--- src/design/assert_macros.svh ---
// assertion macros used by the timer queue sequencer (dltq_ctrl)
// no dependencies; expects clk and rst_n in the including scope
`ifndef ASSERT_MACROS_SVH
`define ASSERT_MACROS_SVH

// property holds at every clock edge out of reset
`define DLTQ_ASSERT_ALWAYS(label, expr, msg) \
    label: assert property (@(posedge clk) disable iff (!rst_n) (expr)) else $error(msg);

// consequent holds in the cycle after the antecedent
`define DLTQ_ASSERT_NEXT(label, ante, cons, msg) \
    label: assert property (@(posedge clk) disable iff (!rst_n) (ante) |=> (cons)) \
        else $error(msg);

`endif

--- src/design/dltq_pkg.sv ---
// types and constants for the delta list timer queue
// used by dltq_cell, dltq_ctrl and delta_list_timer_queue; no dependencies
package dltq_pkg;

    localparam int DELTA_W  = 32;
    localparam int ID_W     = 5;
    localparam int MIN_W    = 16;
    localparam int STATUS_W = 3;
    localparam int MAX_RUN  = 32;
    localparam int RUN_W    = $clog2(MAX_RUN);

    // result status codes
    localparam logic [STATUS_W-1:0] STAT_OK        = 3'd0;
    localparam logic [STATUS_W-1:0] STAT_ZERO      = 3'd1;
    localparam logic [STATUS_W-1:0] STAT_FULL      = 3'd2;
    localparam logic [STATUS_W-1:0] STAT_FIRED     = 3'd3;
    localparam logic [STATUS_W-1:0] STAT_IDLE_TICK = 3'd4;

    localparam logic [MIN_W-1:0] MIN_TICKS_RESET = 16'd1;

    // command broadcast to every cell
    typedef enum logic [1:0] {
        CMD_HOLD,
        CMD_WALK,
        CMD_INSERT,
        CMD_SHIFT
    } cell_cmd_t;

    typedef struct packed {
        cell_cmd_t        cmd;
        logic [MIN_W-1:0] min_ticks;
        logic [ID_W-1:0]  new_id;
    } cell_bcast_t;

    // per-cell position flags
    typedef struct packed {
        logic sel;
        logic after;
        logic occupied;
        logic first;
    } cell_sel_t;

    // what a cell hands to its neighbors
    typedef struct packed {
        logic [DELTA_W-1:0] delta;
        logic [ID_W-1:0]    id;
        logic [DELTA_W-1:0] rem;
        logic               here;
    } cell_link_t;

endpackage

--- src/design/dltq_cell.sv ---
// one cell of the delta list: holds one entry and the walking insert remainder
// depends on dltq_pkg
module dltq_cell
    import dltq_pkg::*;
(
    input  logic        clk,
    input  logic        rst_n,
    input  cell_bcast_t bcast,
    input  cell_sel_t   pos_flags,
    input  cell_link_t  left,
    input  cell_link_t  right,
    output cell_link_t  link,
    output logic        stop
);

    logic [DELTA_W-1:0] delta_reg, delta_next;
    logic [ID_W-1:0]    id_reg, id_next;
    logic [DELTA_W-1:0] rem_reg, rem_next;
    logic               here_reg, here_next;
    logic [DELTA_W-1:0] min_ext;
    logic [DELTA_W-1:0] ins_delta;
    logic               fits;

    assign min_ext = DELTA_W'(bcast.min_ticks);

    // insert point: head uses a strict compare, later cells stop on equal
    assign fits = pos_flags.first ? (left.rem < delta_reg) : (left.rem <= delta_reg);
    assign stop = pos_flags.sel && (bcast.cmd == CMD_WALK) && (!pos_flags.occupied || fits);

    // short deltas chain onto the predecessor, except into an empty queue
    assign ins_delta = (pos_flags.first && !pos_flags.occupied) ? left.rem :
                       ((left.rem < min_ext) ? '0 : left.rem);

    // next entry and remainder
    always_comb
    begin
        delta_next = delta_reg;
        id_next    = id_reg;
        rem_next   = rem_reg;
        here_next  = 1'b0;
        unique case (bcast.cmd)
            CMD_WALK:
            begin
                if (pos_flags.sel)
                begin
                    here_next = stop;
                    rem_next  = stop ? ins_delta : (left.rem - delta_reg);
                end
            end
            CMD_INSERT:
            begin
                if (here_reg)
                begin
                    delta_next = rem_reg;
                    id_next    = bcast.new_id;
                end
                else if (left.here)
                begin
                    delta_next = left.delta - left.rem;
                    id_next    = left.id;
                end
                else if (pos_flags.after)
                begin
                    delta_next = left.delta;
                    id_next    = left.id;
                end
            end
            CMD_SHIFT:
            begin
                delta_next = right.delta;
                id_next    = right.id;
            end
            default:
            begin
            end
        endcase
    end

    // entry payload
    always_ff @(posedge clk)
    begin
        delta_reg <= delta_next;
        id_reg    <= id_next;
        rem_reg   <= rem_next;
    end

    // insert marker
    always_ff @(posedge clk or negedge rst_n)
    begin
        if (!rst_n)
            here_reg <= 1'b0;
        else
            here_reg <= here_next;
    end

    assign link.delta = delta_reg;
    assign link.id    = id_reg;
    assign link.rem   = rem_reg;
    assign link.here  = here_reg;

endmodule

--- config.mk ---
export PLATFORM = sky130hd
export DESIGN_NAME = dltq_cell
export DESIGN_NICKNAME = d
export VERILOG_FILES = /design/src/design/assert_macros.svh /design/src/design/dltq_pkg.sv /design/src/design/dltq_cell.sv
export SDC_FILE = /design/constraint.sdc
export NUM_CORES = 1
export LEC_CHECK = 0
export ABC_AREA = 1
export BUFFER_PORTS_ARGS = -buffer_cell sky130_fd_sc_hd__buf_2
export CAP_MARGIN = 0
export CORE_ASPECT_RATIO = 1.75
export CORE_MARGIN = 4
export CORE_UTILIZATION = 55
export DETAILED_ROUTE_END_ITERATION = 10
export PLACE_DENSITY = 0.86
export SYNTH_ARGS = -nofsm -noshare
export SYNTH_HDL_FRONTEND = slang
export SYNTH_SLANG_ARGS = --single-unit
--- constraint.sdc ---
create_clock -name clk -period 4.65 [get_ports clk]
set_input_delay 0.93 -clock clk [delete_from_list [all_inputs] [get_ports clk]]
set_output_delay 0.93 -clock clk [all_outputs]
set_load 0.05 [all_outputs]
==> results of run 1 <==
## power breakdown
part | switching (mW) | internal (mW)
combinational | 0.930 | 0.416
clock | 0.285 | 0.469
sequential | 0.0329 | 0.781
total | 1.25 | 1.67
## cells in the final DEF (no fill, tap or decap), types with 14 or more instances in the layout
| cell type | netlist | layout |
|---|---|---|
| sky130_fd_sc_hd__nand2_1 | 520 | 520 |
| sky130_fd_sc_hd__ha_1 | 78 | 78 |
| sky130_fd_sc_hd__edfxtp_1 | 69 | 69 |
| sky130_fd_sc_hd__xor2_1 | 14 | 14 |
| sky130_fd_sc_hd__a21oi_1 | 95 | 95 |
| sky130_fd_sc_hd__nor2_1 | 141 | 140 |
| sky130_fd_sc_hd__nand3_1 | 76 | 76 |
| sky130_fd_sc_hd__buf_2 | 4 | 206 |
| sky130_fd_sc_hd__nand4_1 | 24 | 24 |
| sky130_fd_sc_hd__inv_1 | 258 | 258 |
| sky130_fd_sc_hd__o21ai_0 | 52 | 52 |
## path summary, 6_finish.rpt
| check | endpoint | slack (ns) | depth (start not counted) |
|---|---|---|---|
| max in group asynchronous | here_reg | 4.22 | 1 |
| max | stop | 0.77 | 16 |
| min in group clk | delta_reg[2] | 0.61 | 2 |
| max reg2reg | rem_reg[30] | 1.78 | 15 |
| min reg2reg | delta_reg[2] | 0.61 | 2 |
| min | here_reg | 0.35 | 1 |
## per-layer routing
metal	global-route usage	vias up	share of wire
met3	0.0563	138	0.075
met2	0.651	525	0.49
met5	0	-	0
met4	0.280	0	0.093
met1	0.361	4507	0.34
li1	-	5004	-
## cells by family (layout without fill, tap and decap cells)
group           count (synthesis)  after routing  synth area share
fa+ha+maj                      80             80             0.115
buf+inv                       294            491             0.130
simple gates                  813            813             0.386
other cells                     0              1                 0
flops                          70             70             0.238
xor+xnor                       23             23            0.0229
compound gates                178            178             0.107
## worst max-delay path: cells and delay by family
| kind | cells | cell delay [ns] |
|---|---|---|
| adders and majority gates | 2 | 0.63 |
| buffers and inverters | 4 | 0.45 |
| and+or+nand+nor | 10 | 0.93 |
## area by class of cell
class / count / area (um2)
Clock inverter: 6 / 85.1
Sequential cell: 70 / 2100
Multi-Input combinational cell: 1094 / 5580
Fill cell: 1585 / 5490
Inverter: 261 / 980
Timing Repair Buffer: 214 / 1090
Tap cell: 189 / 236
Antenna cell: 1 / 2.50
Clock buffer: 10 / 229
==> Implementation_results.wiki, run 1 <==
{| class="wikitable"
! Metric !! Value
|-
| Core Area || about 16000 um2
|-
| Nature of the critical path endpoint || output pin
|-
| Post-synthesis instance area || about 8800 um2
|-
| Most repeated cell in the gate-level netlist after synthesis || sky130_fd_sc_hd__nand2_1
|-
| Delay of the slowest cell on the worst path || approximately 0.4 ns
|-
| Crit path setup slack, layout || 0.767 ns
|-
| Clock insertion delay at the later pin of the skew report || roughly 0.34 ns
|-
| Maximum achievable frequency || between 0.2 and 0.3 GHz
|-
| Worst EP arrival || about 3 ns
|-
| Slew at the pin with the worst max-slew slack || 1.03 ns
|-
| Routed len/inst || about 18 um
|-
| Number of nets with antenna violations after routing || 0
|-
| Area grow syn2layout || 17.0%
|-
| Share of synthesized flip-flops with an asynchronous set or reset || 0.0143
|-
| Detailed placer's ending HPWL || around 28 mm
|-
| Clock buffers created by TritonCTS || 9
|-
| Clock tree from TritonCTS || yes
|-
| Maximum level of the CTS H-tree || 3
|-
| Number of global-route vias before repair || around 9800
|-
| Area of all placed cells without fillers || 10300 um2
|-
| Largest fanout on the critical path || 4
|-
| Share of the synthesized area in the top cell type || 0.235
|-
| Synthesized netlist net count || about 1700
|-
| Post-placement worst setup slack || just under 0.8 ns
|-
| Synth cell count leaders || sky130_fd_sc_hd__nand2_1, sky130_fd_sc_hd__inv_1, sky130_fd_sc_hd__nor2_1
|-
| Worst setup path startpoint || left[1]
|-
| Count of warnings emitted by yosys || 0
|-
| DRC || 0
|-
| Tightest Hold Check Type || in2async
|-
| Largest cells by area after synthesis || sky130_fd_sc_hd__edfxtp_1, sky130_fd_sc_hd__nand2_1, sky130_fd_sc_hd__ha_1, sky130_fd_sc_hd__inv_1, sky130_fd_sc_hd__nor2_1
|-
| Via count || 10200
|-
| Total Die Area || between 15000 and 20000 um2
|-
| Count of endpoints failing setup in the final report || 0
|-
| Largest net degree at the start of global routing || 63
|-
| CTS Hold Bufs || 0
|-
| Worst rel slew slack || 0.311
|-
| Count of flip-flops with a built-in enable after synthesis || 69
|-
| CTS root buf || sky130_fd_sc_hd__clkbuf_16
|-
| Count of maximum capacitance violations || 0
|-
| Vias per cell || 5.51
|-
| Cell Count Post-Placement || ~1800
|-
| Number of buffers inserted to repair setup after CTS || 0
|-
| Port Buffer Count || 206
|-
| First-pass DRT Iterations || 5
|-
| Worst reg2reg startpoint || delta_reg[0]
|-
| Sinks on Clock Net || 70
|-
| CP max stage cell || sky130_fd_sc_hd__fa_1
|-
| Category of the critical setup timing path || in2out
|-
| Starting DRC count in detailed routing || roughly 730
|-
| Width of the chip || roughly 100 um
|-
| Cell Pwr Density || ~280 nW/um2
|-
| Period utilisation layout || 0.835
|-
| Pleak || 5.88 nW
|-
| Gate Count Post-Synth || approximately 1500
|-
| Antenna violations before repair || 0
|-
| Register bit count reported by yosys || 70
|-
| Global placer's final weighted congestion || between 1 and 1.5
|-
| Fin Setup TNS || 0 ns
|-
| Residual overflow from global routing || 0
|-
| # resized after CTS || 0
|-
| Maximum clock skew at final layout || around 0.0052 ns
|-
| Final-layout worst hold slack || 0.350 ns
|-
| Data required time at the worst endpoint || roughly 3.7 ns
|-
| Number of endpoints with negative hold slack in the final report || 0
|-
| Largest area contributor in the synthesized netlist || sky130_fd_sc_hd__edfxtp_1
|-
| Max-slew violation count || 0
|-
| Num rows || between 60 and 70
|-
| Ports placed on the boundary || 240
|-
| Status || completed
|-
| Initial cell density of the core || 0.558
|-
| Synth Area per Inst || between 6 and 7 um2
|-
| First-pass GRT wire length || 50.8 mm
|-
| Unrepaired setup endpoints after global routing || no
|-
| Ordered cell list for the critical path || buf_2, inv_1, ha_1, fa_1, nand3b_1, nand2_2, nand3_2, nand2_2, nand2_1, nand2_2, nand2_1, nand2_2, nand2_4, nand2_8, inv_2, buf_2
|-
| Clock period minus final worst setup slack || between 3 and 4 ns
|-
| Final WL || 33.0 mm
|-
| Final nets || about 1900
|-
| Cell type with the highest occurrence count on the critical path || sky130_fd_sc_hd__nand2_2
|-
| Crit start category || primary input
|-
| Placed instance area || roughly 10000 um2
|-
| Number of distinct standard cells referenced by the synthesized netlist || 41
|-
| Post-synthesis sequential area ratio || 0.238
|-
| Peak supply drop || ~0.00020 V
|-
| Total Power Consumption || a little under 3 mW
|-
| Maximum count of clock buffers along a single path || 2
|-
| Layout cell share with drive strength beyond 1 || 0.157
|-
| Most used flip-flop cell after synthesis || sky130_fd_sc_hd__edfxtp_1
|-
| Final cell count without fillers || ~1800
|-
| Clock input transition at the sequential cells of the worst setup and hold paths || 0.06 ns
|-
| Floorplan die height || ~180 um
|-
| Tot GR Track Use || 0.358
|-
| Core utilization of the finished layout || 0.652
|}
Power figures use the tool's default switching activity.
==> inputs of run 2 (changes only) <==
==> constraint.sdc (replaced) <==
create_clock -name clk -period 3.9 [get_ports clk]
set_input_delay 0.78 -clock clk [delete_from_list [all_inputs] [get_ports clk]]
set_output_delay 0.78 -clock clk [all_outputs]
set_load 0.05 [all_outputs]
==> Implementation_results.wiki, run 2 (synthesis gave the netlist of run 1 again) <==
{| class="wikitable"
! Metric !! Value
|-
| Status || completed
|-
| Maximum clock skew at final layout || 0.00885 ns (+0.00366 ns)
|-
| Period utilisation layout || 0.909
|-
| Count of endpoints failing setup in the final report || 0 (unchanged)
|-
| Largest fanout on the critical path || 3 (-1)
|-
| Clock buffers created by TritonCTS || 9 (unchanged)
|-
| Detailed placer's ending HPWL || 26.8 mm (-2.9%)
|-
| Worst reg2reg startpoint || delta_reg[0]
|-
| CTS root buf || sky130_fd_sc_hd__clkbuf_16
|-
| Clock input transition at the sequential cells of the worst setup and hold paths || 0.06 ns (about the same)
|-
| Port Buffer Count || 206 (unchanged)
|-
| Clock tree from TritonCTS || yes
|-
| Data required time at the worst endpoint || 3.12 ns (-0.60 ns)
|-
| Global placer's final weighted congestion || 1.03 (-1.4%)
|-
| Category of the critical setup timing path || in2out
|-
| First-pass GRT wire length || 49.8 mm (-2.1%)
|-
| Routed len/inst || 17.5 um (-2.3%)
|-
| Final WL || 32.3 mm (-2.2%)
|-
| Num rows || 61 (unchanged)
|-
| Fin Setup TNS || 0 ns (unchanged)
|-
| Crit start category || primary input
|-
| Area of all placed cells without fillers || 10300 um2 (+0.15%)
|-
| Clock insertion delay at the later pin of the skew report || 0.34 ns (about the same)
|-
| Worst EP arrival || 2.76 ns (-0.19 ns)
|-
| Peak supply drop || 0.000232 V (+19%)
|-
| Number of endpoints with negative hold slack in the final report || 0 (unchanged)
|-
| Largest net degree at the start of global routing || 63 (unchanged)
|-
| Worst setup path startpoint || left[1]
|-
| Number of nets with antenna violations after routing || 0 (unchanged)
|-
| Layout cell share with drive strength beyond 1 || 0.158 (+0.00102)
|-
| Max-slew violation count || 0 (unchanged)
|-
| Cell Pwr Density || 335 nW/um2 (+18%)
|-
| Total Die Area || 18200 um2 (unchanged)
|-
| Seq. cell area || 2100 um2 (unchanged)
|-
| Ports placed on the boundary || 240 (unchanged)
|-
| Clock period minus final worst setup slack || around 3.5 ns
|-
| CTS Hold Bufs || 0 (unchanged)
|-
| Pleak || 5.89 nW (+0.16%)
|-
| Residual overflow from global routing || 0 (unchanged)
|-
| DRC || 0 (unchanged)
|-
| Worst Reg-to-Reg Cells || 15 (unchanged)
|-
| Most frequent cells in the layout || sky130_fd_sc_hd__nand2_1, sky130_fd_sc_hd__inv_1, sky130_fd_sc_hd__buf_2, sky130_fd_sc_hd__nor2_1, sky130_fd_sc_hd__a21oi_1
|-
| Worst rel slew slack || 0.461 (+0.149)
|-
| Antenna violations before repair || 1 (+1)
|-
| Floorplan die height || 175 um (unchanged)
|-
| Tightest Hold Check Type || in2async
|-
| Sinks on Clock Net || 70 (unchanged)
|-
| Vias per cell || 5.52 (about the same)
|-
| Number of buffers inserted to repair setup after CTS || 0 (unchanged)
|-
| Unrepaired setup endpoints after global routing || no
|-
| Starting DRC count in detailed routing || 648 (-11%)
|-
| Number of global-route vias before repair || 9815 (-0.051%)
|-
| Initial cell density of the core || 0.558 (unchanged)
|-
| Core utilization of the finished layout || 0.653 (+0.000950)
|-
| Nature of the critical path endpoint || output pin
|-
| First-pass DRT Iterations || 5 (unchanged)
|-
| Maximum count of clock buffers along a single path || 2 (unchanged)
|-
| Final nets || 1901 (+0.11%)
|-
| Maximum level of the CTS H-tree || 3 (unchanged)
|-
| Tot GR Track Use || 0.349 (-0.00853)
|-
| Placed instance area || 10000 um2 (+0.15%)
|-
| Area grow syn2layout || 17.1%
|-
| Width of the chip || 104 um (unchanged)
|-
| Critical register-to-register path endpoint || rem_reg[30]
|-
| # resized after CTS || 0 (unchanged)
|-
| Most frequent standard cell in the layout excluding fill and tap cells || sky130_fd_sc_hd__nand2_1
|-
| Maximum achievable frequency || 0.282 GHz
|-
| Core Area || 15800 um2 (unchanged)
|-
| Via count || 10200 (+0.20%)
|-
| Multi-input logic area || 5580 um2 (unchanged)
|-
| Count of maximum capacitance violations || 0 (unchanged)
|-
| Worst setup slack for register-to-register paths || 1.05 ns (-0.73 ns)
|-
| End of the critical path || stop
|-
| Number of fillers in the final layout || 1549 (-2.3%)
|-
| Slew at the pin with the worst max-slew slack || 0.808 ns (-0.224 ns)
|}
run 2: changes by cell type in the layout (fill, tap and decap cells not counted), sizes merged:
cell,change
buf,+2
clkbuf,-1
clkinv,+2
inv,-1
run 2: cell type report:
cell class,instances,area share
Timing Repair Buffer,216,0.107
Inverter,261,0.0949
Multi-Input combinational cell,1094,0.541
Clock inverter,7,0.00861
Clock buffer,9,0.0218
Tap cell,189,0.0229
Sequential cell,70,0.203
Antenna cell,1,0.000242
run 2: power by group:
group	internal (mW)	switching [mW]
Sequential	0.932	0.0437
Clock	0.556	0.340
Combinational	0.497	1.09
run 2: metal layers:
layer,share of wire,vias to the layer above,GRT usage
li1,-,4995,-
met1,0.34,4457,0.358
met2,0.47,573,0.608
met3,0.083,167,0.0662
met4,0.10,2,0.301
met5,0.00037,-,0
run 2: worst min path at each step:
stage	endpoint	slack (ns)	cells after the start
CTS	here_reg	0.19	1
floorplan	here_reg	0.48	0
detailed placement	here_reg	0.56	1
global route	here_reg	0.19	1
finish	here_reg	0.20	1
global placement	here_reg	0.56	1
run 2: critical path: stages:
cell and delay [ns]:
sky130_fd_sc_hd__buf_2 0.14, sky130_fd_sc_hd__inv_1 0.07, sky130_fd_sc_hd__ha_1 0.23, sky130_fd_sc_hd__fa_1 0.40, sky130_fd_sc_hd__nand3b_1 0.19, sky130_fd_sc_hd__nand2_2 0.12
sky130_fd_sc_hd__nand3_2 0.08, sky130_fd_sc_hd__nand2_2 0.09, sky130_fd_sc_hd__nand2_1 0.07, sky130_fd_sc_hd__nand2_2 0.09, sky130_fd_sc_hd__nand2_1 0.07, sky130_fd_sc_hd__nand2_2 0.08
sky130_fd_sc_hd__nand2_4 0.07, sky130_fd_sc_hd__nand2_8 0.07, sky130_fd_sc_hd__inv_2 0.02, sky130_fd_sc_hd__buf_2 0.19
run 2: stage by stage:
step                setup WS [ns]  power (mW)  std cells  hold slack [ns]
floorplan                   0.633        2.09       1458            0.484
global placement            0.382        2.52       1830            0.555
detailed placement          0.376        2.55       1830            0.556
CTS                         0.367        3.44       1846            0.191
global route                0.259        3.66       1846            0.192
finish                      0.356        3.46       1847            0.196
