$ cat src/design/assert_macros.svh
// assertion macros used by the timer queue sequencer (dltq_ctrl)
// no dependencies; expects clk and rst_n in the including scope
`ifndef ASSERT_MACROS_SVH
`define ASSERT_MACROS_SVH

// property holds at every clock edge out of reset
`define DLTQ_ASSERT_ALWAYS(label, expr, msg) \
    label: assert property (@(posedge clk) disable iff (!rst_n) (expr)) else $error(msg);

// consequent holds in the cycle after the antecedent
`define DLTQ_ASSERT_NEXT(label, ante, cons, msg) \
    label: assert property (@(posedge clk) disable iff (!rst_n) (ante) |=> (cons)) \
        else $error(msg);

`endif

$ cat src/design/dltq_pkg.sv
// types and constants for the delta list timer queue
// used by dltq_cell, dltq_ctrl and delta_list_timer_queue; no dependencies
package dltq_pkg;

    localparam int DELTA_W  = 32;
    localparam int ID_W     = 5;
    localparam int MIN_W    = 16;
    localparam int STATUS_W = 3;
    localparam int MAX_RUN  = 32;
    localparam int RUN_W    = $clog2(MAX_RUN);

    // result status codes
    localparam logic [STATUS_W-1:0] STAT_OK        = 3'd0;
    localparam logic [STATUS_W-1:0] STAT_ZERO      = 3'd1;
    localparam logic [STATUS_W-1:0] STAT_FULL      = 3'd2;
    localparam logic [STATUS_W-1:0] STAT_FIRED     = 3'd3;
    localparam logic [STATUS_W-1:0] STAT_IDLE_TICK = 3'd4;

    localparam logic [MIN_W-1:0] MIN_TICKS_RESET = 16'd1;

    // command broadcast to every cell
    typedef enum logic [1:0] {
        CMD_HOLD,
        CMD_WALK,
        CMD_INSERT,
        CMD_SHIFT
    } cell_cmd_t;

    typedef struct packed {
        cell_cmd_t        cmd;
        logic [MIN_W-1:0] min_ticks;
        logic [ID_W-1:0]  new_id;
    } cell_bcast_t;

    // per-cell position flags
    typedef struct packed {
        logic sel;
        logic after;
        logic occupied;
        logic first;
    } cell_sel_t;

    // what a cell hands to its neighbors
    typedef struct packed {
        logic [DELTA_W-1:0] delta;
        logic [ID_W-1:0]    id;
        logic [DELTA_W-1:0] rem;
        logic               here;
    } cell_link_t;

endpackage

$ cat src/design/dltq_ctrl.sv
// sequencer of the timer queue: handshakes, timer state, walk and fire runs
// depends on dltq_pkg and assert_macros.svh
`include "assert_macros.svh"

module dltq_ctrl
    import dltq_pkg::*;
#(
    parameter int EVENTS = 32,
    parameter int CNT_W  = $clog2(EVENTS + 1),
    parameter int POS_W  = $clog2(EVENTS)
)
(
    input  logic                clk,
    input  logic                rst_n,
    input  logic                start,
    output logic                busy,
    input  logic                op,
    input  logic [DELTA_W-1:0]  ticks,
    input  logic [ID_W-1:0]     event_id,
    input  logic                cfg_valid,
    output logic                cfg_ready,
    input  logic [MIN_W-1:0]    cfg_data,
    output logic                result_strobe,
    output logic [STATUS_W-1:0] status,
    output logic [ID_W-1:0]     fired_id,
    output logic                last,
    output cell_bcast_t         bcast,
    output logic [POS_W-1:0]    pos,
    output logic [CNT_W-1:0]    count,
    output logic [DELTA_W-1:0]  walk_rem,
    input  logic                stop,
    input  logic [ID_W-1:0]     head_id,
    input  logic [DELTA_W-1:0]  next_delta
);

    typedef enum logic [3:0] {
        S_IDLE   = 4'b0001,
        S_WALK   = 4'b0010,
        S_INSERT = 4'b0100,
        S_FIRE   = 4'b1000
    } state_t;

    state_t                state_reg, state_next;
    logic [DELTA_W-1:0]    t_reg, t_next;
    logic [ID_W-1:0]       id_reg, id_next;
    logic [POS_W-1:0]      pos_reg, pos_next;
    logic [CNT_W-1:0]      count_reg, count_next;
    logic [DELTA_W-1:0]    countdown_reg, countdown_next;
    logic [DELTA_W-1:0]    elapsed_reg, elapsed_next;
    logic                  armed_reg, armed_next;
    logic [MIN_W-1:0]      min_reg, min_next;
    logic [RUN_W-1:0]      run_reg, run_next;
    logic                  strobe_reg, strobe_next;
    logic [STATUS_W-1:0]   status_reg, status_next;
    logic [ID_W-1:0]       fired_reg, fired_next;
    logic                  last_reg, last_next;
    logic                  accept;
    logic                  run_more;
    cell_cmd_t             cmd;

    assign busy      = (state_reg != S_IDLE);
    assign cfg_ready = (state_reg == S_IDLE);
    assign accept    = start && (state_reg == S_IDLE);

    // run continues while more entries remain, the run limit is not reached and the next entry has a zero delta
    assign run_more = (count_reg > CNT_W'(1)) && (run_reg != RUN_W'(MAX_RUN - 1))
                      && (next_delta == '0);

    // sequencer
    always_comb
    begin
        state_next     = state_reg;
        t_next         = t_reg;
        id_next        = id_reg;
        pos_next       = pos_reg;
        count_next     = count_reg;
        countdown_next = countdown_reg;
        elapsed_next   = elapsed_reg;
        armed_next     = armed_reg;
        min_next       = min_reg;
        run_next       = run_reg;
        strobe_next    = 1'b0;
        status_next    = status_reg;
        fired_next     = fired_reg;
        last_next      = last_reg;
        cmd            = CMD_HOLD;

        if (cfg_valid && cfg_ready)
            min_next = cfg_data;

        unique case (state_reg)
            S_IDLE:
            begin
                if (accept)
                begin
                    if (!op)
                    begin
                        if (ticks == '0)
                        begin
                            strobe_next = 1'b1;
                            status_next = STAT_ZERO;
                            fired_next  = '0;
                            last_next   = 1'b1;
                        end
                        else if (count_reg == CNT_W'(EVENTS))
                        begin
                            strobe_next = 1'b1;
                            status_next = STAT_FULL;
                            fired_next  = '0;
                            last_next   = 1'b1;
                        end
                        else
                        begin
                            t_next     = (ticks > elapsed_reg) ? (ticks - elapsed_reg) : '0;
                            id_next    = event_id;
                            pos_next   = '0;
                            state_next = S_WALK;
                        end
                    end
                    else if (!armed_reg || (countdown_reg > DELTA_W'(1)))
                    begin
                        if (armed_reg)
                        begin
                            countdown_next = countdown_reg - 1'b1;
                            if (elapsed_reg != '1)
                                elapsed_next = elapsed_reg + 1'b1;
                        end
                        strobe_next = 1'b1;
                        status_next = STAT_IDLE_TICK;
                        fired_next  = '0;
                        last_next   = 1'b1;
                    end
                    else
                    begin
                        armed_next     = 1'b0;
                        countdown_next = '0;
                        elapsed_next   = '0;
                        if (count_reg == '0)
                        begin
                            strobe_next = 1'b1;
                            status_next = STAT_IDLE_TICK;
                            fired_next  = '0;
                            last_next   = 1'b1;
                        end
                        else
                        begin
                            run_next   = '0;
                            state_next = S_FIRE;
                        end
                    end
                end
            end
            S_WALK:
            begin
                cmd = CMD_WALK;
                if (stop)
                    state_next = S_INSERT;
                else
                    pos_next = pos_reg + 1'b1;
            end
            S_INSERT:
            begin
                cmd         = CMD_INSERT;
                count_next  = count_reg + 1'b1;
                strobe_next = 1'b1;
                status_next = STAT_OK;
                fired_next  = '0;
                last_next   = 1'b1;
                // empty queue arms if idle; a new head always re-arms
                if ((count_reg == '0) ? !armed_reg : (pos_reg == '0))
                begin
                    countdown_next = t_reg;
                    elapsed_next   = '0;
                    armed_next     = 1'b1;
                end
                state_next = S_IDLE;
            end
            S_FIRE:
            begin
                cmd         = CMD_SHIFT;
                count_next  = count_reg - 1'b1;
                run_next    = run_reg + 1'b1;
                strobe_next = 1'b1;
                status_next = STAT_FIRED;
                fired_next  = head_id;
                last_next   = !run_more;
                if (!run_more)
                begin
                    if (count_reg > CNT_W'(1))
                    begin
                        countdown_next = next_delta;
                        elapsed_next   = '0;
                        armed_next     = 1'b1;
                    end
                    state_next = S_IDLE;
                end
            end
            default:
            begin
                state_next = S_IDLE;
            end
        endcase
    end

    // control state
    always_ff @(posedge clk or negedge rst_n)
    begin
        if (!rst_n)
        begin
            state_reg     <= S_IDLE;
            count_reg     <= '0;
            countdown_reg <= '0;
            elapsed_reg   <= '0;
            armed_reg     <= 1'b0;
            min_reg       <= MIN_TICKS_RESET;
            strobe_reg    <= 1'b0;
        end
        else
        begin
            state_reg     <= state_next;
            count_reg     <= count_next;
            countdown_reg <= countdown_next;
            elapsed_reg   <= elapsed_next;
            armed_reg     <= armed_next;
            min_reg       <= min_next;
            strobe_reg    <= strobe_next;
        end
    end

    // payload registers
    always_ff @(posedge clk)
    begin
        t_reg      <= t_next;
        id_reg     <= id_next;
        pos_reg    <= pos_next;
        run_reg    <= run_next;
        status_reg <= status_next;
        fired_reg  <= fired_next;
        last_reg   <= last_next;
    end

    assign bcast.cmd       = cmd;
    assign bcast.min_ticks = min_reg;
    assign bcast.new_id    = id_reg;
    assign pos             = pos_reg;
    assign count           = count_reg;
    assign walk_rem        = t_reg;
    assign result_strobe   = strobe_reg;
    assign status          = status_reg;
    assign fired_id        = fired_reg;
    assign last            = last_reg;

    // checks
    `DLTQ_ASSERT_ALWAYS(a_count_bound, count_reg <= CNT_W'(EVENTS), "entry count above capacity")
    `DLTQ_ASSERT_ALWAYS(a_armed_nonempty, !armed_reg || (count_reg != '0), "timer armed on empty queue")
    `DLTQ_ASSERT_ALWAYS(a_walk_in_list, (state_reg != S_WALK) || (CNT_W'(pos_reg) <= count_reg), "walk passed the tail")
    `DLTQ_ASSERT_NEXT(a_insert_grows, state_reg == S_INSERT, count_reg == $past(count_reg) + 1'b1, "insert did not add an entry")

endmodule

$ cat config.mk
export PLATFORM = sky130hd
export DESIGN_NAME = dltq_ctrl
export DESIGN_NICKNAME = d
export VERILOG_FILES = /design/src/design/dltq_pkg.sv /design/src/design/dltq_ctrl.sv
export VERILOG_INCLUDE_DIRS = /design/src /design/src/design
export SDC_FILE = /design/constraint.sdc
export NUM_CORES = 1
export LEC_CHECK = 0
export BUFFER_PORTS_ARGS = -buffer_cell sky130_fd_sc_hd__buf_2
export CORE_MARGIN = 2
export CORE_UTILIZATION = 58
export CTS_BUF_LIST = sky130_fd_sc_hd__clkbuf_8
export DETAILED_ROUTE_END_ITERATION = 8
export GPL_ROUTABILITY_DRIVEN = 0
export PLACE_DENSITY_LB_ADDON = 0.12
export SYNTH_ARGS = -nofsm -noshare
export SYNTH_HDL_FRONTEND = slang
export SYNTH_SLANG_ARGS = --single-unit
export TNS_END_PERCENT = 30
$ cat constraint.sdc
create_clock -name clk -period 6.25 [get_ports clk]
set_input_delay 0.3125 -clock clk [delete_from_list [all_inputs] [get_ports clk]]
set_output_delay 0.3125 -clock clk [all_outputs]
set_load 0.05 [all_outputs]
==> run summary, run 1 <==
The netlist uses 63 different library cells. In the final design database the tool counted 1,331 nets. The tools report the via count of the routed design as 8,649.

At the pin with the least slew margin, the transition time is 0.902 ns. VDD sags by at most 0.185 mV. The number of buffers created by CTS is 17, and the net switching power is 1.11 mW.

In this run the most critical hold path is launched from stop. For this run, the top clock speed supported by timing is 0.257 GHz. Setup slack on the worst reg-to-reg path comes out at 2.37 ns. The cell with the most instances on the worst path was or4_4.

The via count of the first global-routing pass is 7,738. Summed over all cells, the static leakage comes to 4.43 nW. For the worst setup path, the data required time is 6.61 ns.

The run gives 0 as the number of antenna violations at the first check in global routing. Cells fill 68.2% of the core in the end. By area the synthesized netlist is led by dfrtp_1 (24%), edfxtp_1 (18%), ha_1 (5.8%), nor2_1 (4.9%), o21ai_0 (3.6%). Before CTS, the worst setup slack after placement is 2.42 ns. Once the clock tree was built, the setup fixing pass inserted 0 buffers. The endpoint class of the critical path is a flip-flop.

Setup violations remaining at the end of the flow were counted as 0. The end of the worst register-to-register path is elapsed_reg[19]. TritonCTS built the clock tree. The first detailed-routing pass took 7 iterations.

The worst setup path is launched from a flip-flop. The class of the worst hold path was in -> reg. In this run the count of I/O pins placed on the die edge is 174.

The H-tree was split into 4 levels. The critical path class was reg -> reg. The routed design has 25,500 µm of wire. STA puts the critical path data arrival time at 4.24 ns. Counting instances, the worst hold path has a depth of 2. The area of placed instances is 10,300 µm², and the sum of overflow across all layers after global routing is 0.

Final count of hold timing violations: 0. The synthesized design spends more area on one cell type than any other, namely dfrtp_1. The critical-path maximum fanout is 44, and the cell area after synthesis is 9260 µm². The placeable core region is 15,800 µm². In this run switching power makes up 38.5% of total power.

The post-detailed-route via-to-cell ratio is 6.09. In this run, flip-flops and latches consume 43.2% of the power. The tools report the final antenna-violating net count as 0. The share of synthesized registers carrying an async set or reset is 62.2%. For the final database, setup skew stands at 0.0148 ns. The smallest setup slack after layout came out at 2.37 ns.

The largest individual stage delay along the critical path comes from the cell nand2b_2. The detailed router finished its first iteration with 874 violations. Traced cell by cell, the critical path runs through or4_4 > or4_4 > or3_4 > nor4_4 > nand2b_2 > buf_4 > a21oi_1 > o21ai_1 > o41ai_2.

The run gives 26.0% as the part of the power in the clock network. Synthesis produced a netlist whose cell count is 1,028. By count the netlist is led by nor2_1 (121), dfrtp_1 (90), nand2_1 (78), o21ai_0 (67), a21oi_1 (59). Die area: 17,000 µm².

For the cell-internal power, the log shows 1.78 mW. The design draws 2.90 mW. For this run, the slowest stage of the critical path takes 0.80 ns. For this run, the number of Yosys warnings is 0.

The area growth from synthesis to final layout was 16.2%. Excluding fillers, the count of instances in the completed layout stands at 1,420. Once placement completed, the tool counted placed cells totaling 1,382.

The number of maximum-capacitance violations was 0. Subtracting the final worst setup slack from the clock period gives 3.88 ns. In the synthesized netlist the dominant register cell turns out to be dfrtp_1. Once the floorplan was initialized, standard cells occupied 58.7% of the core.

After detailed routing, the average wire length per cell comes to 17.9 µm. In this run the tightest slew margin relative to its limit is 39.6%. Combinational logic burns 30.8% of the power. The worst register-to-register path begins at countdown_reg[20].

The antenna diode count was 0. CTS saw 148 sinks. The finished cells cover 10,800 µm². Entering global routing, the biggest net connects 57 pins. Setup repair after global routing left no endpoint under its margin.

The post-route netlist has 21.5% of its cells at a drive strength greater than 1. Counting flops with a built-in enable in the synthesized netlist gives 56. Detailed placement ended at an HPWL of 18,900 µm.

After detailed routing, the number of remaining DRC violations is 0. The root cell of the clock tree is clkbuf_8. The die span in y works out to 130 µm. For the worst flop-to-flop path, the logic depth is 9. The first global-routing pass estimated 39,500 µm of wire. The synthesized design contains 148 register bits. The combined buffer and inverter count along the critical path came out at 1. The insertion delay to the later sink of the worst-skew pair came out at 0.47 ns. On the final layout, the worst hold slack is 0.0621 ns. The mean instance size in the synthesized netlist was 9.01 µm²; the net count after synthesis was 1,168. Clock-pin slew was measured on the worst setup and hold paths at 0.10 ns. During placement, the flow inserted port buffers numbering 173.

Broken down by cell family, the worst path's largest delay share belongs to simple AND/OR/NAND/NOR gates. Hold-critical path endpoint: state_reg[1]. The area share of the largest cell type after synthesis came out at 24.3%. The run finished with clean final reports. The power per unit of standard cell area came out at 269 nW/µm².

In the finished design, the share of the clock period the worst path needs comes to 62.1%. The total negative slack for setup checks was 0 ns; the horizontal die dimension was 130 µm. After floorplanning, the core was divided into 46 placement rows.

Most instantiated library cell after synthesis: nor2_1. For this run, the total global-route usage over all layers was measured as 29.8%. The count of final max-slew check failures is 0, and the fraction of the yosys area taken by sequential cells is 43.1%.

No sink is reached through more buffers than the 2 on the longest clock path.
layout by cell type, fill, tap and decap left out, types with 26 or more instances in the layout:
master and instances:
a21oi_1 59, buf_2 172, dfrtp_1 90, edfxtp_1 56
ha_1 43, inv_1 58, nand2_1 78, nand3_1 34
nor2_1 121, nor3_1 27, nor4_1 26, o21ai_0 67
o21ai_1 57
worst reg2reg max path, delay by kind of cell, from the launching register on:
family	cells	cell delay, ns
simple gates	5	2.60
flops	1	0.45
buf+inv	1	0.38
compound gates	3	0.33
repair_timing:
item / 4_1_cts / 5_1_grt
endpoints found under the hold margin: 38 / 2
endpoints found under the setup margin: 0 / 0
hold buffers: 4 / 2
gates resized for setup: 0 / 0
final cells by class:
| class | count | area, µm² |
|---|---|---|
| Fill cell | 1362 | 5010 |
| Multi-Input combinational cell | 776 | 4880 |
| Sequential cell | 148 | 3990 |
| Timing Repair Buffer | 190 | 1010 |
| Tap cell | 216 | 270 |
| Clock buffer | 18 | 248 |
| Inverter | 58 | 218 |
| Clock inverter | 14 | 143 |
layer usage:
layer / up-vias / wire length (µm) / GRT usage (%) / share of wire [%]
met4: 0 / 563 / 9.76 / 2.2
met1: 4043 / 11000 / 42.5 / 43
met2: 419 / 11800 / 46.2 / 46
met5: - / 0 / 0 / 0
li1: 4140 / - / - / -
met3: 47 / 2110 / 5.70 / 8.3
cell families after synthesis:
family                     Yosys count  share of synthesized area [%]
DFF                                148                           43.1
muxes                               18                           2.19
buffers and inverters              104                           4.46
and+or+nand+nor                    381                           20.3
AOI/OAI and AO/OA                  301                           20.9
xor gates and xnor gates            32                           3.03
adders and majority gates           44                           6.03
how the worst max path moves through the flow:
| stage | endpoint | start | depth (start not counted) | slack [ns] |
|---|---|---|---|---|
| after floorplan | pos[0] | state_reg[0] | 7 | 1.06 |
| after global placement | elapsed_reg[25] | countdown_reg[20] | 9 | 2.52 |
| after detailed placement | countdown_reg[24] | countdown_reg[20] | 8 | 2.42 |
| after CTS | elapsed_reg[19] | countdown_reg[20] | 9 | 2.42 |
| after global routing | countdown_reg[24] | countdown_reg[20] | 8 | 2.19 |
| final | elapsed_reg[19] | countdown_reg[20] | 9 | 2.37 |
power by group through the flow:
stage | sequential [mW] | clock [mW] | combinational [mW]
global route | 1.26 | 0.804 | 0.982
CTS | 1.25 | 0.763 | 0.885
global placement | 1.26 | 0 | 0.863
detailed placement | 1.27 | 0 | 0.881
floorplan | 1.41 | 0 | 0.495
finish | 1.25 | 0.752 | 0.892
Note: power is estimated with default switching activity, not from simulation.
==> inputs of run 2 (changes only) <==
==> constraint.sdc (replaced) <==
create_clock -name clk -period 3.62 [get_ports clk]
set_input_delay 0.181 -clock clk [delete_from_list [all_inputs] [get_ports clk]]
set_output_delay 0.181 -clock clk [all_outputs]
set_load 0.05 [all_outputs]
==> run 2 against run 1 <==
Sequential share of layout area down 1.2 points. Largest cell class unchanged. Register-to-register slack got worse by 2.2 ns. Final cell count increased by 2.4%. Hold slack got worse by 0.038 ns. Final area is 3.4% higher. Power rose by 76%. Clock skew increased by 0.0027 ns. First-iteration DRC count shrank 0.34%. Setup slack got worse by 2.2 ns. Critical path depth is 1 lower. Count of clock-buffer cells in the layout unchanged. Critical endpoint is now elapsed_reg[13].
==> run summary, run 2 (synthesis results as in run 1) <==
Transition at the pin with the smallest max-transition slack: 0.889 ns (was 0.902 ns). The logs give 174 (unchanged) for the count of pins on the block boundary and 39,900 µm (was 39,500 µm) for the first-pass GRT wire length. Class of the worst hold path: in -> reg (unchanged).

The final clock period utilization by the worst path works out to 94.9% (was 62.1%). The max-slew headroom at the worst pin was 40.5% (was 39.6%). The insertion delay to the later sink of the worst-skew pair came out at 0.48 ns (was 0.47 ns). The area growth from synthesis to final layout was 20.2% (was 16.2%); the fraction of the core area covered by cells at the end of the flow was 70.5% (was 68.2%). The initial DRC count came out at 871 (was 874).

The layout cell share with drive strength beyond 1 was 21.8% (was 21.5%); the final count of hold timing violations was 0 (unchanged). The logs give 3.78 ns (was 4.24 ns) for the arrival time reported for the critical path endpoint and 0 (unchanged) for the final antenna-violating net count. The run gives 58.7% (unchanged) as the initial cell density of the core. The final setup skew is 0.0175 ns (was 0.0148 ns). The tools report the area of placed instances as 10,400 µm² (was 10,300 µm²). The run gives 0 (unchanged) as the antenna diode count. Largest vdd supply drop: 0.332 mV (was 0.185 mV). The logs give 48 (was 57) for the pin count of the biggest net entering global routing and 4.60 nW (was 4.43 nW) for the standby leakage power. The total negative slack for setup checks is 0 ns (unchanged). The via count of the routed design is 8,750 (was 8,649), and the die area is 17,000 µm² (unchanged).

The count of final max-slew check failures was 0 (unchanged). The clock slew at the register clock pins of the worst setup and hold paths was 0.09 ns (was 0.10 ns); the number of buffers on the longest clock path was 2 (unchanged). The final worst hold slack is 0.0243 ns (was 0.0621 ns). The endpoint class of the critical path was a flip-flop (unchanged). For the placed wire-length estimate after detailed placement, the log shows 18,900 µm (about the same). The die span in y was 130 µm (unchanged); the number of detailed-route iterations in the first pass was 6 (was 7). Commonest non-fill, non-tap cells in the layout: buf_2 (172), nor2_1 (121), dfrtp_1 (90) (unchanged).

The count of port buffers added during placement is 173 (unchanged). The detailed-route wire length per cell was 17.8 µm (was 17.9 µm); the number of resized instances in the post-cts repair step was 0 (unchanged). Data required time at the worst endpoint: 3.96 ns (was 6.61 ns). The logs give 0 (unchanged) for the number of antenna violations at the first check in global routing and 0 (unchanged) for the DRC violations left. The tools report the number of buffers created by CTS as 17 (unchanged). Critical-path maximum fanout: 34 (was 44). The area of the multi-input gates was 4890 µm² (was 4880 µm²); the number of placement rows was 46 (unchanged). The most common cell after layout, fill and taps aside is buf_2 (unchanged). Finished layout cell area: 11,100 µm² (was 10,800 µm²). Final net count: 1,365 (was 1,331). The cell with the most instances on the worst path was or4_4 (unchanged). The maximum frequency from static timing analysis came out at 0.291 GHz (was 0.257 GHz). The run finished with clean final reports. The deepest level of the CTS H-tree is 4 (unchanged), and the number of clock sinks seen by CTS is 148 (unchanged).

The power per unit of standard cell area is 458 nW/µm² (was 269 nW/µm²). The post-detailed-route via-to-cell ratio was 6.02 (was 6.09); the largest stage delay on the critical path was 0.55 ns (was 0.80 ns). The cell at the slowest stage of the critical path is or4_4 (was nand2b_2). The total routed wirelength is 25,800 µm (was 25,500 µm), and the placeable core region is 15,800 µm² (unchanged). Setup repair after global routing left no endpoint under its margin. The tools report the global-route usage over all layers as 30.0% (was 29.8%).

The critical path class is reg -> reg (unchanged). The minimum clock period was 3.44 ns (was 3.88 ns). Startpoint class of the critical path: a flip-flop (unchanged). TritonCTS built the clock tree. The horizontal die dimension came out at 130 µm (unchanged).

The tools report the root cell of the clock tree as clkbuf_8 (unchanged). The logs give 0 (unchanged) for the final-report setup violation count and 0 (unchanged) for the sum of overflow across all layers after global routing. The run gives 0 (unchanged) as the number of maximum-capacitance violations. The sequential cell area came out at 3990 µm² (unchanged). Critical-path cell list: or4_4 > or4_4 > or3_4 > nor4_4 > nand2b_2 > buf_12 > or2_4 > o21ai_1 (was or4_4 > or4_4 > or3_4 > nor4_4 > nand2b_2 > buf_4 > a21oi_1 > o21ai_1 > o41ai_2). The logs give 7,887 (was 7,738) for the via count of the first global-routing pass and 1,309 (was 1,362) for the count of fill cells added during filler insertion.
-- run 2: per-layer routing --
metal,wire length (µm),global-route usage (%)
met1,11400,42.9
met2,11800,46.5
met3,2160,5.82
met4,515,9.76
met5,0,0
-- run 2: cell type report --
| type | instances | share of cell area [%] |
|---|---|---|
| Clock buffer | 18 | 2.23 |
| Multi-Input combinational cell | 776 | 44.0 |
| Clock inverter | 14 | 1.46 |
| Timing Repair Buffer | 224 | 12.1 |
| Sequential cell | 148 | 35.8 |
| Tap cell | 216 | 2.43 |
| Inverter | 58 | 1.96 |
-- run 2: path summary, 6_finish.rpt --
path,to,startpoint,cells past startpoint,slack (ns)
setup / recovery,elapsed_reg[13],countdown_reg[22],8,0.18
hold / removal,countdown_reg[3],next_delta[3],3,0.02
setup reg to reg,elapsed_reg[13],countdown_reg[22],8,0.18
hold reg to reg,countdown_reg[3],countdown_reg[3],2,0.50
max in group asynchronous,elapsed_reg[2],rst_n,3,2.54
min in group asynchronous,countdown_reg[23],rst_n,2,0.16
-- run 2: timing repair --
item,in CTS,in global routing
hold endpoints to repair,50,0
setup buffers,0,0
hold buffers,29,0
-- run 2: stage by stage --
step                instances  setup WS, ns  total power, mW
CTS                      1454         0.181             5.09
global placement         1393         0.251             3.70
finish                   1454         0.183             5.09
floorplan                1028         0.181             3.28
detailed placement       1393         0.200             3.73
global route             1454        0.0408             5.36
-- run 2: power by group --
| part | total (mW) | internal (mW) | switching, mW |
|---|---|---|---|
| Sequential | 2.15 | 1.97 | 0.179 |
| Combinational | 1.60 | 0.559 | 1.04 |
| Clock | 1.34 | 0.597 | 0.742 |
| Total | 5.09 | 3.13 | 1.96 |
-- run 2: critical path: cells and delay by family, from the launching register on --
family / cells / cell delay (ns)
compound gates: 1 / 0.13
buf+inv: 1 / 0.21
simple gates: 6 / 2.53
flops: 1 / 0.42
==> inputs of run 3 (changes only) <==
--- a/config.mk
+++ b/config.mk
@@ -12,7 +12,7 @@
 export CTS_BUF_LIST = sky130_fd_sc_hd__clkbuf_8
 export DETAILED_ROUTE_END_ITERATION = 8
 export GPL_ROUTABILITY_DRIVEN = 0
-export PLACE_DENSITY_LB_ADDON = 0.12
+export PLACE_DENSITY = 0.85
 export SYNTH_ARGS = -nofsm -noshare
 export SYNTH_HDL_FRONTEND = slang
 export SYNTH_SLANG_ARGS = --single-unit
==> run 3 against run 2 <==
Final cell count shrank 0.14%. Setup slack improved by 0.050 ns. Via count up 3.1%. Power increased by 1.5%. Wire length grew 3.1%. Final area unchanged. Hold slack improved by 0.0098 ns. Core utilization stayed put. Highest routed layer unchanged. Clock power increased by 4%. Largest cell class unchanged. Critical path depth increased by 1. Critical path type unchanged.
==> run summary, run 3 (synthesis results as in run 1) <==
The die span in y is 130 µm (unchanged). The most common cell after layout, fill and taps aside was buf_2 (unchanged). The tools report the via count of the first global-routing pass as 8,406 (was 7,887). The tools report the final setup skew as 0.0119 ns (was 0.0175 ns). For the placed wire-length estimate after detailed placement, the log shows 19,400 µm (was 18,900 µm).

The tools report the root cell of the clock tree as clkbuf_8 (unchanged). The run gives 9,020 (was 8,750) as the via count of the routed design. The count of port buffers added during placement came out at 173 (unchanged). The sum of overflow across all layers after global routing came out at 0 (unchanged). The transition at the pin with the smallest max-transition slack came out at 1.15 ns (was 0.889 ns). The logs give 15,800 µm² (unchanged) for the placeable core region and 0 (unchanged) for the count of final max-slew check failures.

The area growth from synthesis to final layout is 20.2% (unchanged), and the number of buffers on the longest clock path is 2 (unchanged). Critical-path maximum fanout: 14 (was 34). The total power came out at 5.17 mW (was 5.09 mW). The first-pass GRT wire length is 41,700 µm (was 39,900 µm), and the antenna diode count is 0 (unchanged).

The number of instances on the worst hold path was 3 (unchanged); the number of placement rows was 46 (unchanged). For the total routed wirelength, the log shows 26,600 µm (was 25,800 µm). The initial cell density of the core is 58.7% (unchanged), and the reg-to-reg setup timing slack is 0.23 ns (was 0.18 ns). The largest vdd supply drop is 0.341 mV (was 0.332 mV), and the DRC violations left is 0 (unchanged).

The pin count of the biggest net entering global routing is 42 (was 48). The global-route usage over all layers was 31.4% (was 30.0%); the layout cell share with drive strength beyond 1 was 21.7% (was 21.8%). The endpoint class of the critical path was a flip-flop (unchanged).

The maximum frequency from static timing analysis was 0.295 GHz (was 0.291 GHz); the die area was 17,000 µm² (unchanged). The standby leakage power came out at 4.59 nW (was 4.60 nW). The tools report the worst min-delay path startpoint as next_delta[28] (was next_delta[3]). End of the worst register-to-register path: countdown_reg[13] (was elapsed_reg[13]). The class of the worst hold path was in -> reg (unchanged). The number of clock sinks seen by CTS is 148 (unchanged), and the minimum clock period is 3.39 ns (was 3.44 ns).

The number of resized instances in the post-cts repair step is 0 (unchanged). The run gives 174 (unchanged) as the count of pins on the block boundary. The tools report the number of maximum-capacitance violations as 0 (unchanged). The tools report the final count of hold timing violations as 0 (unchanged). The post-detailed-route via-to-cell ratio is 6.21 (was 6.02). The final clock period utilization by the worst path came out at 93.6% (was 94.9%). The max-slew headroom at the worst pin was 23.0% (was 40.5%).

The detailed-route wire length per cell came out at 18.3 µm (was 17.8 µm). Critical path class: reg -> reg (unchanged). TritonCTS built the clock tree.

The run gives 6 (unchanged) as the number of detailed-route iterations in the first pass. The startpoint class of the critical path was a flip-flop (unchanged). The number of buffers created by CTS was 17 (unchanged); the power per unit of standard cell area was 465 nW/µm² (was 458 nW/µm²). The final net count was 1,363 (was 1,365). The run finished with clean final reports. The run gives 0 (unchanged) as the number of antenna violations at the first check in global routing. The tools report the insertion delay to the later sink of the worst-skew pair as 0.46 ns (was 0.48 ns). Setup repair after global routing left no endpoint under its margin.

The final antenna-violating net count is 0 (unchanged). Commonest non-fill, non-tap cells in the layout: buf_2 (172), nor2_1 (121), dfrtp_1 (90) (unchanged). The cell depth of the worst flop-to-flop path is 9 (was 8), and the deepest level of the CTS H-tree is 4 (unchanged). The tools report the hold-critical path endpoint as countdown_reg[28] (was countdown_reg[3]). Clock slew at the register clock pins of the worst setup and hold paths: 0.09 ns (about the same). The logs give 0 (unchanged) for the final-report setup violation count and 0 ns (unchanged) for the total negative slack for setup checks. The run gives 3.95 ns (was 3.96 ns) as the data required time at the worst endpoint. The arrival time reported for the critical path endpoint was 3.72 ns (was 3.78 ns); the initial DRC count was 968 (was 871). The critical register-to-register path startpoint was countdown_reg[20] (was countdown_reg[22]).

The horizontal die dimension works out to 130 µm (unchanged).
run 3: cell type report:
| type | count | area [µm²] |
|---|---|---|
| Tap cell | 216 | 270 |
| Sequential cell | 148 | 3990 |
| Multi-Input combinational cell | 776 | 4890 |
| Inverter | 58 | 218 |
| Clock buffer | 20 | 275 |
| Fill cell | 1225 | 4650 |
| Timing Repair Buffer | 222 | 1330 |
| Clock inverter | 12 | 153 |
run 3: routing by layer:
layer  up-vias  wire [µm]  global-route usage (%)
met5         -          0                       0
met4         0        700                    12.6
met3        60       2620                    8.24
met2       524      12700                    49.8
met1      4243      10600                    41.5
li1       4193          -                       -
run 3: stage by stage:
| step | area, µm² | utilization, % | hold slack, ns | std cells | worst slack, ns |
|---|---|---|---|---|---|
| after floorplan | 9270 | - | -0.115 | 1028 | 0.181 |
| after global placement | 10400 | 66.0 | 0.204 | 1391 | 0.282 |
| after detailed placement | 10400 | 66.0 | 0.213 | 1391 | 0.161 |
| after CTS | 11100 | 70.5 | 0.0123 | 1451 | 0.155 |
| final | 11100 | 70.5 | 0.0341 | 1452 | 0.233 |
| after global routing | 11100 | 70.5 | 0.0508 | 1452 | 0.0698 |
run 3: how the worst max path moves through the flow:
stage,start,endpoint,slack [ns],cells past startpoint
6_report,countdown_reg[20],countdown_reg[13],0.23,9
5_1_grt,countdown_reg[20],countdown_reg[8],0.07,9
4_1_cts,countdown_reg[20],countdown_reg[13],0.15,9
3_5_place_dp,countdown_reg[20],countdown_reg[13],0.16,9
3_3_place_gp,countdown_reg[20],elapsed_reg[15],0.28,8
2_1_floorplan,state_reg[0],pos[0],0.18,7
run 3: power breakdown:
group	total, mW	switching (mW)	internal (mW)
Clock	1.40	0.660	0.736
Combinational	1.61	1.06	0.555
Sequential	2.16	0.191	1.97
run 3: critical path, stage by stage (launching register included):
cell	delay [ns]
dfrtp_1	0.44
or4_4	0.54
or4_4	0.45
or3_4	0.38
nor4_4	0.42
nand2b_2	0.28
buf_4	0.21
nor2_1	0.09
a222oi_1	0.31
o21ai_0	0.13
run 3: timing repair:
action / 4_1_cts / 5_1_grt
hold endpoints to repair: 65 / 0
endpoints found under the setup margin: 0 / 8
hold buffers: 28 / 0
buffers inserted: 0 / 1
